$ cat src/rtl/core/bns_pkg.sv
// shared types and constants for the backend node selector
package bns_pkg;

  localparam int unsigned MaxNodes = 16;
  localparam int unsigned IdxW     = 4;
  localparam int unsigned CntW     = 5;
  localparam int unsigned KeyW     = 48;
  localparam int unsigned WgtW     = 16;
  localparam int unsigned ConnW    = 16;
  localparam int unsigned RndW     = 32;
  localparam int unsigned TotW     = 20;

  localparam logic [2:0] ModeSelect   = 3'd0;
  localparam logic [2:0] ModeConnUp   = 3'd1;
  localparam logic [2:0] ModeConnDown = 3'd2;
  localparam logic [2:0] ModeHealth   = 3'd3;
  localparam logic [2:0] ModeLoad     = 3'd4;

  localparam logic [1:0] StratRr     = 2'd0;
  localparam logic [1:0] StratWeight = 2'd1;
  localparam logic [1:0] StratLeast  = 2'd2;
  localparam logic [1:0] StratRand   = 2'd3;

  localparam logic RegStrategy  = 1'b0;
  localparam logic RegNodeCount = 1'b1;

  // command passed from front to back
  typedef struct packed {
    logic [2:0]       mode;
    logic [KeyW-1:0]  key;
    logic [IdxW-1:0]  idx;
    logic [WgtW-1:0]  weight;
    logic             health;
    logic [ConnW-1:0] conns;
    logic [RndW-1:0]  rnd;
  } cmd_t;

  localparam int unsigned CmdW = $bits(cmd_t);

endpackage

$ cat src/rtl/core/bns_front.sv
// input stage: drops unknown modes and queues commands for the back end
module bns_front import bns_pkg::*; (
  input  logic       clk_i,
  input  logic       rst_ni,
  input  logic       push_i,
  output logic       full_o,
  input  cmd_t       cmd_i,
  output logic       cmd_valid_o,
  input  logic       cmd_take_i,
  output cmd_t       cmd_o
);

  localparam int unsigned Depth = 2;

  cmd_t       mem_q [Depth];
  logic       wp_q, wp_d, rp_q, rp_d;
  logic [1:0] cnt_q, cnt_d;
  logic       keep, wr, rd;

  // classify: modes above load produce nothing
  assign keep   = cmd_i.mode <= ModeLoad;
  assign full_o = cnt_q == 2'(Depth);
  assign wr     = push_i && !full_o && keep;
  assign rd     = cmd_take_i && cmd_valid_o;

  assign cmd_valid_o = cnt_q != 2'd0;
  assign cmd_o       = mem_q[rp_q];

  // pointer and fill updates
  always_comb begin
    wp_d  = wr ? ~wp_q : wp_q;
    rp_d  = rd ? ~rp_q : rp_q;
    cnt_d = cnt_q + {1'b0, wr} - {1'b0, rd};
  end

  always_ff @(posedge clk_i or negedge rst_ni) begin
    if (!rst_ni) begin
      wp_q  <= 1'b0;
      rp_q  <= 1'b0;
      cnt_q <= 2'd0;
    end else begin
      wp_q  <= wp_d;
      rp_q  <= rp_d;
      cnt_q <= cnt_d;
    end
  end

  // queue storage
  always_ff @(posedge clk_i) begin
    if (wr) begin
      mem_q[wp_q] <= cmd_i;
    end
  end

  assert property (@(posedge clk_i) disable iff (!rst_ni) cnt_q <= 2'(Depth))
    else $error("front queue overfilled");
  assert property (@(posedge clk_i) disable iff (!rst_ni) full_o |-> !wr)
    else $error("write into full queue");
  assert property (@(posedge clk_i) disable iff (!rst_ni)
    (cnt_q == 2'd0) |-> !rd)
    else $error("read from empty queue");

endmodule

$ cat src/rtl/core/bns_divider.sv
// iterative remainder unit, one quotient bit per cycle
module bns_divider import bns_pkg::*; (
  input  logic            clk_i,
  input  logic            rst_ni,
  input  logic            start_i,
  input  logic [RndW-1:0] num_i,
  input  logic [TotW-1:0] den_i,
  output logic            done_o,
  output logic [TotW-1:0] rem_o
);

  logic [RndW-1:0] num_q, num_d;
  logic [TotW:0]   rem_q, rem_d;
  logic [TotW-1:0] den_q, den_d;
  logic [5:0]      cnt_q, cnt_d;
  logic            busy_q, busy_d;
  logic [TotW:0]   sh;

  assign sh     = {rem_q[TotW-1:0], num_q[RndW-1]};
  assign rem_o  = rem_q[TotW-1:0];
  assign done_o = busy_q && cnt_q == 6'd0;

  // restoring step
  always_comb begin
    num_d  = num_q;
    rem_d  = rem_q;
    den_d  = den_q;
    cnt_d  = cnt_q;
    busy_d = busy_q;
    if (start_i) begin
      num_d  = num_i;
      rem_d  = '0;
      den_d  = den_i;
      cnt_d  = 6'(RndW);
      busy_d = 1'b1;
    end else if (busy_q && cnt_q != 6'd0) begin
      num_d = {num_q[RndW-2:0], 1'b0};
      rem_d = (sh >= {1'b0, den_q}) ? sh - {1'b0, den_q} : sh;
      cnt_d = cnt_q - 6'd1;
    end else if (done_o) begin
      busy_d = 1'b0;
    end
  end

  always_ff @(posedge clk_i or negedge rst_ni) begin
    if (!rst_ni) begin
      busy_q <= 1'b0;
      cnt_q  <= '0;
    end else begin
      busy_q <= busy_d;
      cnt_q  <= cnt_d;
    end
  end

  always_ff @(posedge clk_i) begin
    num_q <= num_d;
    rem_q <= rem_d;
    den_q <= den_d;
  end

endmodule

$ cat src/rtl/core/bns_back.sv
// execution engine: table, entry walks, result register
module bns_back import bns_pkg::*; (
  input  logic             clk_i,
  input  logic             rst_ni,
  input  logic             cmd_valid_i,
  output logic             cmd_take_o,
  input  cmd_t             cmd_i,
  input  logic [1:0]       strategy_i,
  input  logic [CntW-1:0]  node_count_i,
  output logic             empty_o,
  input  logic             pop_i,
  output logic             found_o,
  output logic [IdxW-1:0]  node_index_o,
  output logic [KeyW-1:0]  node_key_o,
  output logic [WgtW-1:0]  node_weight_o,
  output logic             node_healthy_o,
  output logic [ConnW-1:0] node_connections_o
);

  localparam logic [2:0] StIdle  = 3'd0;
  localparam logic [2:0] StScan  = 3'd1;
  localparam logic [2:0] StDiv   = 3'd2;
  localparam logic [2:0] StPick  = 3'd3;
  localparam logic [2:0] StRead  = 3'd4;
  localparam logic [2:0] StOut   = 3'd5;

  logic [KeyW-1:0]  key_mem  [MaxNodes];
  logic [WgtW-1:0]  wgt_mem  [MaxNodes];
  logic             hlth_mem [MaxNodes];
  logic [ConnW-1:0] conn_mem [MaxNodes];

  logic [2:0]      st_q;
  cmd_t            cmd_q;
  logic [CntW-1:0] n_q, i_q;
  logic [CntW-1:0] hcnt_q;
  logic [TotW-1:0] tot_q, run_q, tgt_q;
  logic [ConnW-1:0] least_q;
  logic            have_q, hit_q, rr_q;
  logic [IdxW-1:0] pick_q;
  logic [RndW-1:0] rot_q;
  logic            res_full_q;
  logic            res_found_q;
  logic [IdxW-1:0] res_idx_q;
  logic [KeyW-1:0] res_key_q;
  logic [WgtW-1:0] res_wgt_q;
  logic            res_h_q;
  logic [ConnW-1:0] res_conn_q;

  logic            div_start, div_done;
  logic [RndW-1:0] div_num;
  logic [TotW-1:0] div_den, div_rem;
  logic [IdxW-1:0] ii;
  logic            hh;
  logic [TotW-1:0] run_nx;

  assign ii     = i_q[IdxW-1:0];
  assign hh     = hlth_mem[ii];
  assign run_nx = run_q + TotW'(wgt_mem[ii]);
  assign cmd_take_o = st_q == StIdle && cmd_valid_i;

  assign div_start = st_q == StScan && i_q == n_q && cmd_q.mode == ModeSelect
                     && hcnt_q != '0 && strategy_i != StratLeast
                     && !(strategy_i == StratWeight && tot_q == '0);
  assign div_num   = strategy_i == StratRr ? rot_q : cmd_q.rnd;
  assign div_den   = strategy_i == StratWeight ? tot_q : TotW'(hcnt_q);

  bns_divider u_div (
    .clk_i  (clk_i),
    .rst_ni (rst_ni),
    .start_i(div_start),
    .num_i  (div_num),
    .den_i  (div_den),
    .done_o (div_done),
    .rem_o  (div_rem)
  );

  // sequencer: scan pass counts and matches, pick pass walks to target
  always_ff @(posedge clk_i or negedge rst_ni) begin
    if (!rst_ni) begin
      st_q       <= StIdle;
      rot_q      <= '0;
      res_full_q <= 1'b0;
    end else begin
      if (pop_i && res_full_q) begin
        res_full_q <= 1'b0;
      end
      case (st_q)
        StIdle: begin
          if (cmd_take_o) begin
            st_q <= (cmd_i.mode == ModeLoad) ? StIdle : StScan;
          end
        end
        StScan: begin
          if (i_q == n_q || (cmd_q.mode != ModeSelect && hit_q)) begin
            if (cmd_q.mode != ModeSelect) begin
              st_q <= StIdle;
            end else if (n_q == '0 || hcnt_q == '0 || strategy_i == StratLeast
                         || (strategy_i == StratWeight && tot_q == '0)) begin
              st_q <= StRead;
            end else begin
              st_q <= StDiv;
            end
          end
        end
        StDiv: begin
          if (div_done) begin
            st_q <= StPick;
            if (rr_q) begin
              rot_q <= rot_q + 32'd1;
            end
          end
        end
        StPick: begin
          if (hit_q) begin
            st_q <= StRead;
          end
        end
        StRead: begin
          if (!res_full_q) begin
            st_q <= StOut;
          end
        end
        StOut: begin
          if (!res_full_q) begin
            res_full_q <= 1'b1;
            st_q       <= StIdle;
          end
        end
        default: st_q <= StIdle;
      endcase
    end
  end

  // datapath and table
  always_ff @(posedge clk_i) begin
    case (st_q)
      StIdle: begin
        cmd_q   <= cmd_i;
        n_q     <= (node_count_i > CntW'(MaxNodes)) ? CntW'(MaxNodes) : node_count_i;
        i_q     <= '0;
        hcnt_q  <= '0;
        tot_q   <= '0;
        have_q  <= 1'b0;
        hit_q   <= 1'b0;
        pick_q  <= '0;
        rr_q    <= strategy_i == StratRr;
        if (cmd_take_o && cmd_i.mode == ModeLoad) begin
          key_mem[cmd_i.idx]  <= cmd_i.key;
          wgt_mem[cmd_i.idx]  <= cmd_i.weight;
          hlth_mem[cmd_i.idx] <= cmd_i.health;
          conn_mem[cmd_i.idx] <= cmd_i.conns;
        end
      end
      StScan: begin
        if (i_q != n_q && !hit_q) begin
          i_q <= i_q + 1'b1;
          if (cmd_q.mode == ModeSelect) begin
            if (hh) begin
              hcnt_q <= hcnt_q + 1'b1;
              tot_q  <= tot_q + TotW'(wgt_mem[ii]);
              if (!have_q || conn_mem[ii] < least_q) begin
                least_q <= conn_mem[ii];
                pick_q  <= ii;
                have_q  <= 1'b1;
              end
            end
          end else if (key_mem[ii] == cmd_q.key) begin
            hit_q <= 1'b1;
            case (cmd_q.mode)
              ModeConnUp:   if (conn_mem[ii] != '1) conn_mem[ii] <= conn_mem[ii] + 1'b1;
              ModeConnDown: if (conn_mem[ii] != '0) conn_mem[ii] <= conn_mem[ii] - 1'b1;
              ModeHealth:   hlth_mem[ii] <= cmd_q.health;
              default: ;
            endcase
          end
        end
        if (i_q == n_q && (hcnt_q == '0 || strategy_i == StratWeight)) begin
          pick_q <= '0;
        end
      end
      StDiv: begin
        i_q   <= '0;
        run_q <= '0;
        tgt_q <= div_rem;
        hit_q <= 1'b0;
      end
      StPick: begin
        if (!hit_q) begin
          i_q <= i_q + 1'b1;
          if (hh) begin
            if (strategy_i == StratWeight) begin
              run_q <= run_nx;
              if (tgt_q < run_nx) begin
                pick_q <= ii;
                hit_q  <= 1'b1;
              end
            end else begin
              run_q <= run_q + 1'b1;
              if (run_q == tgt_q) begin
                pick_q <= ii;
                hit_q  <= 1'b1;
              end
            end
          end
        end
      end
      StRead: begin
        if (!res_full_q) begin
          res_found_q <= n_q != '0;
          res_idx_q   <= n_q != '0 ? pick_q : '0;
          res_key_q   <= n_q != '0 ? key_mem[pick_q] : '0;
          res_wgt_q   <= n_q != '0 ? wgt_mem[pick_q] : '0;
          res_h_q     <= n_q != '0 ? hlth_mem[pick_q] : 1'b0;
          res_conn_q  <= n_q != '0 ? conn_mem[pick_q] : '0;
        end
      end
      default: ;
    endcase
  end

  assign empty_o            = !res_full_q;
  assign found_o            = res_found_q;
  assign node_index_o       = res_idx_q;
  assign node_key_o         = res_key_q;
  assign node_weight_o      = res_wgt_q;
  assign node_healthy_o     = res_h_q;
  assign node_connections_o = res_conn_q;

  assert property (@(posedge clk_i) disable iff (!rst_ni)
    (st_q == StOut && !res_full_q) |=> res_full_q)
    else $error("result not registered");
  assert property (@(posedge clk_i) disable iff (!rst_ni)
    cmd_take_o |-> st_q == StIdle)
    else $error("command taken while busy");
  assert property (@(posedge clk_i) disable iff (!rst_ni)
    (st_q == StPick) |-> i_q <= n_q)
    else $error("pick walk overran table");

endmodule

$ cat src/rtl/core/backend_node_selector.sv
// top level: configuration registers, front queue and back-end engine
//
// backend node selector
// input channel: push / full, one command per transaction (mode, key,
//   entry fields, random value). modes above load entry are dropped.
// result channel: empty / pop, one transaction per select command,
//   result held on the node ports while empty is low.
// configuration: apb port, strategy at 0x0, node_count at 0x4; write only
//   while idle. pready is always high.
// steps: load writes its entry from idle; connection/health use the
//   one-entry-per-cycle key walk; select runs a table scan, a shift-subtract
//   remainder and a pick walk (skipped for least connections or when no
//   healthy entry or weight exists), a table read and the result register.
// a two-entry command queue lets the front accept while the back works.
// reset clears strategy, node count, rotation counter and both queues;
//   table entries hold garbage until loaded.
// a stalled result holds only the next select, at its table read; other
//   commands keep executing until then, after that the input queue fills.
module backend_node_selector import bns_pkg::*; (
  input  logic             clk_i,
  input  logic             rst_ni,
  input  logic             push,
  output logic             full,
  input  logic [2:0]       mode_i,
  input  logic [KeyW-1:0]  endpoint_key_i,
  input  logic [IdxW-1:0]  entry_index_i,
  input  logic [WgtW-1:0]  entry_weight_i,
  input  logic             health_flag_i,
  input  logic [ConnW-1:0] entry_connections_i,
  input  logic [RndW-1:0]  random_value_i,
  output logic             empty,
  input  logic             pop,
  output logic             found_o,
  output logic [IdxW-1:0]  node_index_o,
  output logic [KeyW-1:0]  node_key_o,
  output logic [WgtW-1:0]  node_weight_o,
  output logic             node_healthy_o,
  output logic [ConnW-1:0] node_connections_o,
  input  logic             psel,
  input  logic             penable,
  input  logic             pwrite,
  input  logic [2:0]       paddr,
  input  logic [31:0]      pwdata,
  output logic [31:0]      prdata,
  output logic             pready
);

  logic [1:0]      strategy_q;
  logic [CntW-1:0] node_count_q;
  logic            cwr;
  cmd_t            cmd_in, cmd_out;
  logic            cmd_valid, cmd_take;

  // configuration registers
  assign pready = 1'b1;
  assign cwr    = psel && penable && pwrite && paddr[1:0] == 2'b00 && paddr[2] == RegStrategy
                  ? 1'b1 : 1'b0;

  always_ff @(posedge clk_i or negedge rst_ni) begin
    if (!rst_ni) begin
      strategy_q   <= '0;
      node_count_q <= '0;
    end else if (psel && penable && pwrite && pready) begin
      if (paddr[2] == RegStrategy) begin
        strategy_q <= pwdata[1:0];
      end else begin
        node_count_q <= pwdata[CntW-1:0];
      end
    end
  end

  assign prdata = paddr[2] == RegStrategy ? {30'd0, strategy_q}
                                          : {27'd0, node_count_q};

  assign cmd_in = '{mode: mode_i, key: endpoint_key_i, idx: entry_index_i,
                    weight: entry_weight_i, health: health_flag_i,
                    conns: entry_connections_i, rnd: random_value_i};

  bns_front u_front (
    .clk_i      (clk_i),
    .rst_ni     (rst_ni),
    .push_i     (push),
    .full_o     (full),
    .cmd_i      (cmd_in),
    .cmd_valid_o(cmd_valid),
    .cmd_take_i (cmd_take),
    .cmd_o      (cmd_out)
  );

  bns_back u_back (
    .clk_i             (clk_i),
    .rst_ni            (rst_ni),
    .cmd_valid_i       (cmd_valid),
    .cmd_take_o        (cmd_take),
    .cmd_i             (cmd_out),
    .strategy_i        (strategy_q),
    .node_count_i      (node_count_q),
    .empty_o           (empty),
    .pop_i             (pop),
    .found_o           (found_o),
    .node_index_o      (node_index_o),
    .node_key_o        (node_key_o),
    .node_weight_o     (node_weight_o),
    .node_healthy_o    (node_healthy_o),
    .node_connections_o(node_connections_o)
  );

  assert property (@(posedge clk_i) disable iff (!rst_ni)
    (cwr && pready) |=> strategy_q == $past(pwdata[1:0]))
    else $error("strategy write lost");
  assert property (@(posedge clk_i) disable iff (!rst_ni) node_count_q <= 5'd31)
    else $error("node count out of range");
  assert property (@(posedge clk_i) disable iff (!rst_ni)
    (!empty && !pop) |=> !empty)
    else $error("result dropped while stalled");

endmodule
$ cat config.mk
export PLATFORM = sky130hd
export DESIGN_NAME = backend_node_selector
export DESIGN_NICKNAME = d
export VERILOG_FILES = /design/src/rtl/core/bns_pkg.sv /design/src/rtl/core/bns_front.sv /design/src/rtl/core/bns_divider.sv /design/src/rtl/core/bns_back.sv /design/src/rtl/core/backend_node_selector.sv
export SDC_FILE = /design/constraint.sdc
export NUM_CORES = 2
export LEC_CHECK = 0
export BUFFER_PORTS_ARGS = -buffer_cell sky130_fd_sc_hd__buf_2
export CORE_AREA = 3 3 426 428
export DETAILED_ROUTE_END_ITERATION = 6
export DIE_AREA = 0 0 429 431
export PLACE_DENSITY_LB_ADDON = 0.08
export REMOVE_ABC_BUFFERS = 1
export SKIP_LAST_GASP = 1
export SLEW_MARGIN = 20
export SYNTH_ARGS = -nofsm -noshare
export SYNTH_HDL_FRONTEND = slang
export SYNTH_SLANG_ARGS = --single-unit
export TNS_END_PERCENT = 50
$ cat constraint.sdc
create_clock -name clk_i -period 25.6 [get_ports clk_i]
set_clock_uncertainty 0.1 [all_clocks]
set_input_delay 0 -clock clk_i [delete_from_list [all_inputs] [get_ports clk_i]]
set_output_delay 0 -clock clk_i [all_outputs]
set_load 0.1 [all_outputs]
==> run summary <==
CTS clk-pin slew, worst paths - 0.06 ns
end-of-flow core utilization - 57.2%
Starting Density - 49.7%
Setup Fix Bufs, Post-CTS - 0
largest net degree at the start of global routing - 99
Sequential Area - 57600 um^2
maximum clock rate - 105 MHz
startpoint types - register
Via density - 6.18
# port buffers - 225
Max Root-Sink Buffers - 3
Tot Pwr - 11.3 mW
Post-synth top cells - edfxtp_1 (1856), mux4_2 (715), mux2i_1 (194)
H-Tree Depth - 4
RSZ-0062 raised after global routing - false
via count - 48800
Pins Over Slew Limit - 0
synth unique cells - 76
critical path type - reg -> reg
drt first-iter violations - 4499
fillers - 13600
crit-path max FO - 82
post-DP HPWL - 135000 um
Avg WL per Cell - 29.8 um
vias in the first global route - 50200
Primary FF master, synth - edfxtp_1
HP Class - in -> reg
Sink Count - 1934
Area after DPL - 92800 um^2
Area growth, synth to finish - 15.0%
setup tns final - 0 ns
die height - 431 um
core area - 178000 um^2
status - completed
layout cells sized above 1 - 27.6%
cell area power density - 111 nW/um^2
number of antenna violations at the first check in global routing - 15
Final Cell Area - 102000 um^2
share of the yosys chip area belonging to registers - 64.9%
Worst Path Arrival - 9.98 ns
Slew @ Worst Pin - 1.14 ns
Period minus WS final - 9.52 ns
Skew-Pair Late Insertion Delay - 0.86 ns
CTS resizes - 0
Residual DRC - 0
die area - 185000 um^2
final setup vio count - 0
Synth Instances - 4828
area fraction of the dominant cell type after synthesis - 62.9%
WL final - 236000 um
Multi-input gate area - 29800 um^2
Rel. slew slack - 24.1%
TritonCTS clock tree - yes
Ys Warns - 0
GP Congestion - 0.798
worst hold slack - 0.0952 ns
first-pass GRT wire length - 345000 um
Nets - 5646
GRT Total Usage - 25.7%
die width - 429 um
CTS Root Cell - clkbuf_16
Max IR drop VDD - 0.0875 mV
cell with the most instances after synthesis - edfxtp_1
synth top area cells - edfxtp_1 (63%), mux4_2 (18%), mux2i_1 (2.2%)
Period Utilization, post-route - 37.2%
netlist area before placement - 88700 um^2
critical path capture point type - register
Synth Register Bits - 1934
Max-Cap Viols - 0
io pins - 283
asr flop ratio synth - 2.79%
Mean Syn Cell Area - 18.4 um^2
total congestion overflow - 0
Num CTS Buffers - 205
Routed Antenna Nets - 0
Pre-Repair DR Iteration Count - 6
dominant cell type by area after synthesis - edfxtp_1
CP required - 26.06 ns
# rows - 155
Hold Violations, Final - 0
Post-synth EDFFs - 1856
Pleak - 33.6 nW
through the flow:
step	setup WS, ns	cells
3_3_place_gp	15.82	7254
3_5_place_dp	15.80	7254
4_1_cts	15.75	7892
6_report	16.08	7898
2_1_floorplan	7.23	4562
5_1_grt	15.62	7894
registers in the layout, indices dropped and copies added (netlist names), 16 cells and up, named ones only:
register	count
u_back.key_mem	768
u_back.conn_mem	256
u_back.wgt_mem	256
u_front.mem_q	240
u_back.cmd_q	84
u_back.node_key_o	48
u_back.rot_q	32
u_back.u_div.num_q	32
u_back.run_q	20
u_back.tgt_q	20
u_back.tot_q	20
u_back.u_div.den_q	20
u_back.u_div.rem_q	20
u_back.hlth_mem	16
u_back.least_q	16
u_back.node_connections_o	16
u_back.node_weight_o	16
report_power, final:
part / switching (mW) / internal [mW] / total [mW]
Sequential: 0.182 / 4.05 / 4.24
Clock: 1.24 / 1.65 / 2.90
Combinational: 2.42 / 1.77 / 4.19
Total: 3.84 / 7.48 / 11.3
critical path, stage by stage, from the launching register on:
cell and delay [ns]:
dfxtp_4 0.83, buf_12 0.49, buf_4 0.69, mux4_2 0.58, mux2i_1 0.14, mux2i_1 0.11, xnor2_1 0.24, nand4_1 0.36
or4_4 0.69, nor4_4 0.75, nand2_1 0.39, inv_1 0.49, ha_1 0.37, nor2b_1 0.14, o21ai_0 0.23, a21boi_0 0.16
o21ai_0 0.23, a21boi_0 0.16, o21ai_0 0.25, a21oi_1 0.15, o41ai_1 0.61, mux2i_1 0.26, nor3_1 0.11, a21oi_2 0.52
cells by family (layout without fill, tap and decap cells):
logic type,count (synthesis),count (layout),share of synthesized area (%)
buffers and inverters,392,1075,2.01
XOR/XNOR,247,247,2.44
AO/OA/AOI/OAI,431,431,3.19
adder cells (fa/ha/maj),113,113,1.63
multiplexers,1033,1033,21.9
AND/OR/NAND/NOR,676,676,3.88
flip-flops,1934,1934,64.9
other,2,34,0.00847
timing repair:
| item | CTS | global route |
|---|---|---|
| endpoints found under the hold margin | 314 | 0 |
| hold buffers | 265 | 0 |
| setup endpoints to repair | 0 | 0 |
routing by layer:
layer	GRT usage, %	vias to the layer above	part of all wire (%)
met5	0	-	0
met4	6.74	0	2.3
met3	3.59	313	6.0
met2	43.1	1633	50
met1	35.6	26000	41
li1	-	20900	-
worst paths after layout:
kind,from,to,slack [ns],cells past startpoint
worst max-delay path,register,u_back.conn_mem[8][14],16.08,23
worst min-delay path,mode_i[0],u_front.wp_q,0.1,5
worst max register to register,register,u_back.conn_mem[8][14],16.08,23
worst min register to register,u_back.rot_q[31],u_back.rot_q[31],0.39,1
max in group asynchronous,rst_ni,u_front.rp_q,24.87,4
min in group asynchronous,rst_ni,u_back.rot_q[7],0.14,4
area by class of cell:
type                            instances  area share [%]
Antenna cell                            6          0.0147
Clock buffer                          255            5.27
Clock inverter                        118            1.11
Inverter                              100           0.377
Multi-Input combinational cell       2528            29.2
Sequential cell                      1934            56.5
Tap cell                             2355            2.89
Timing Repair Buffer                  602            4.62
placed cells by master, fill, tap and decap left out, drive strengths merged, types with 34 or more instances in the layout:
cell type    instances
mux4               715
xor2                99
a21oi              116
nand2              111
inv                110
buf                338
nand3               42
nor2b               34
o21ai               79
mux2               124
dlygate4sd3        264
nor2               189
ha                 109
clkinv              88
a211oi              40
and2               121
dfrtp               54
clkbuf             255
nor3                45
a21o                35
xnor2              148
edfxtp            1856
mux2i              194
No activity file was read; power rests on OpenSTA's default activity.
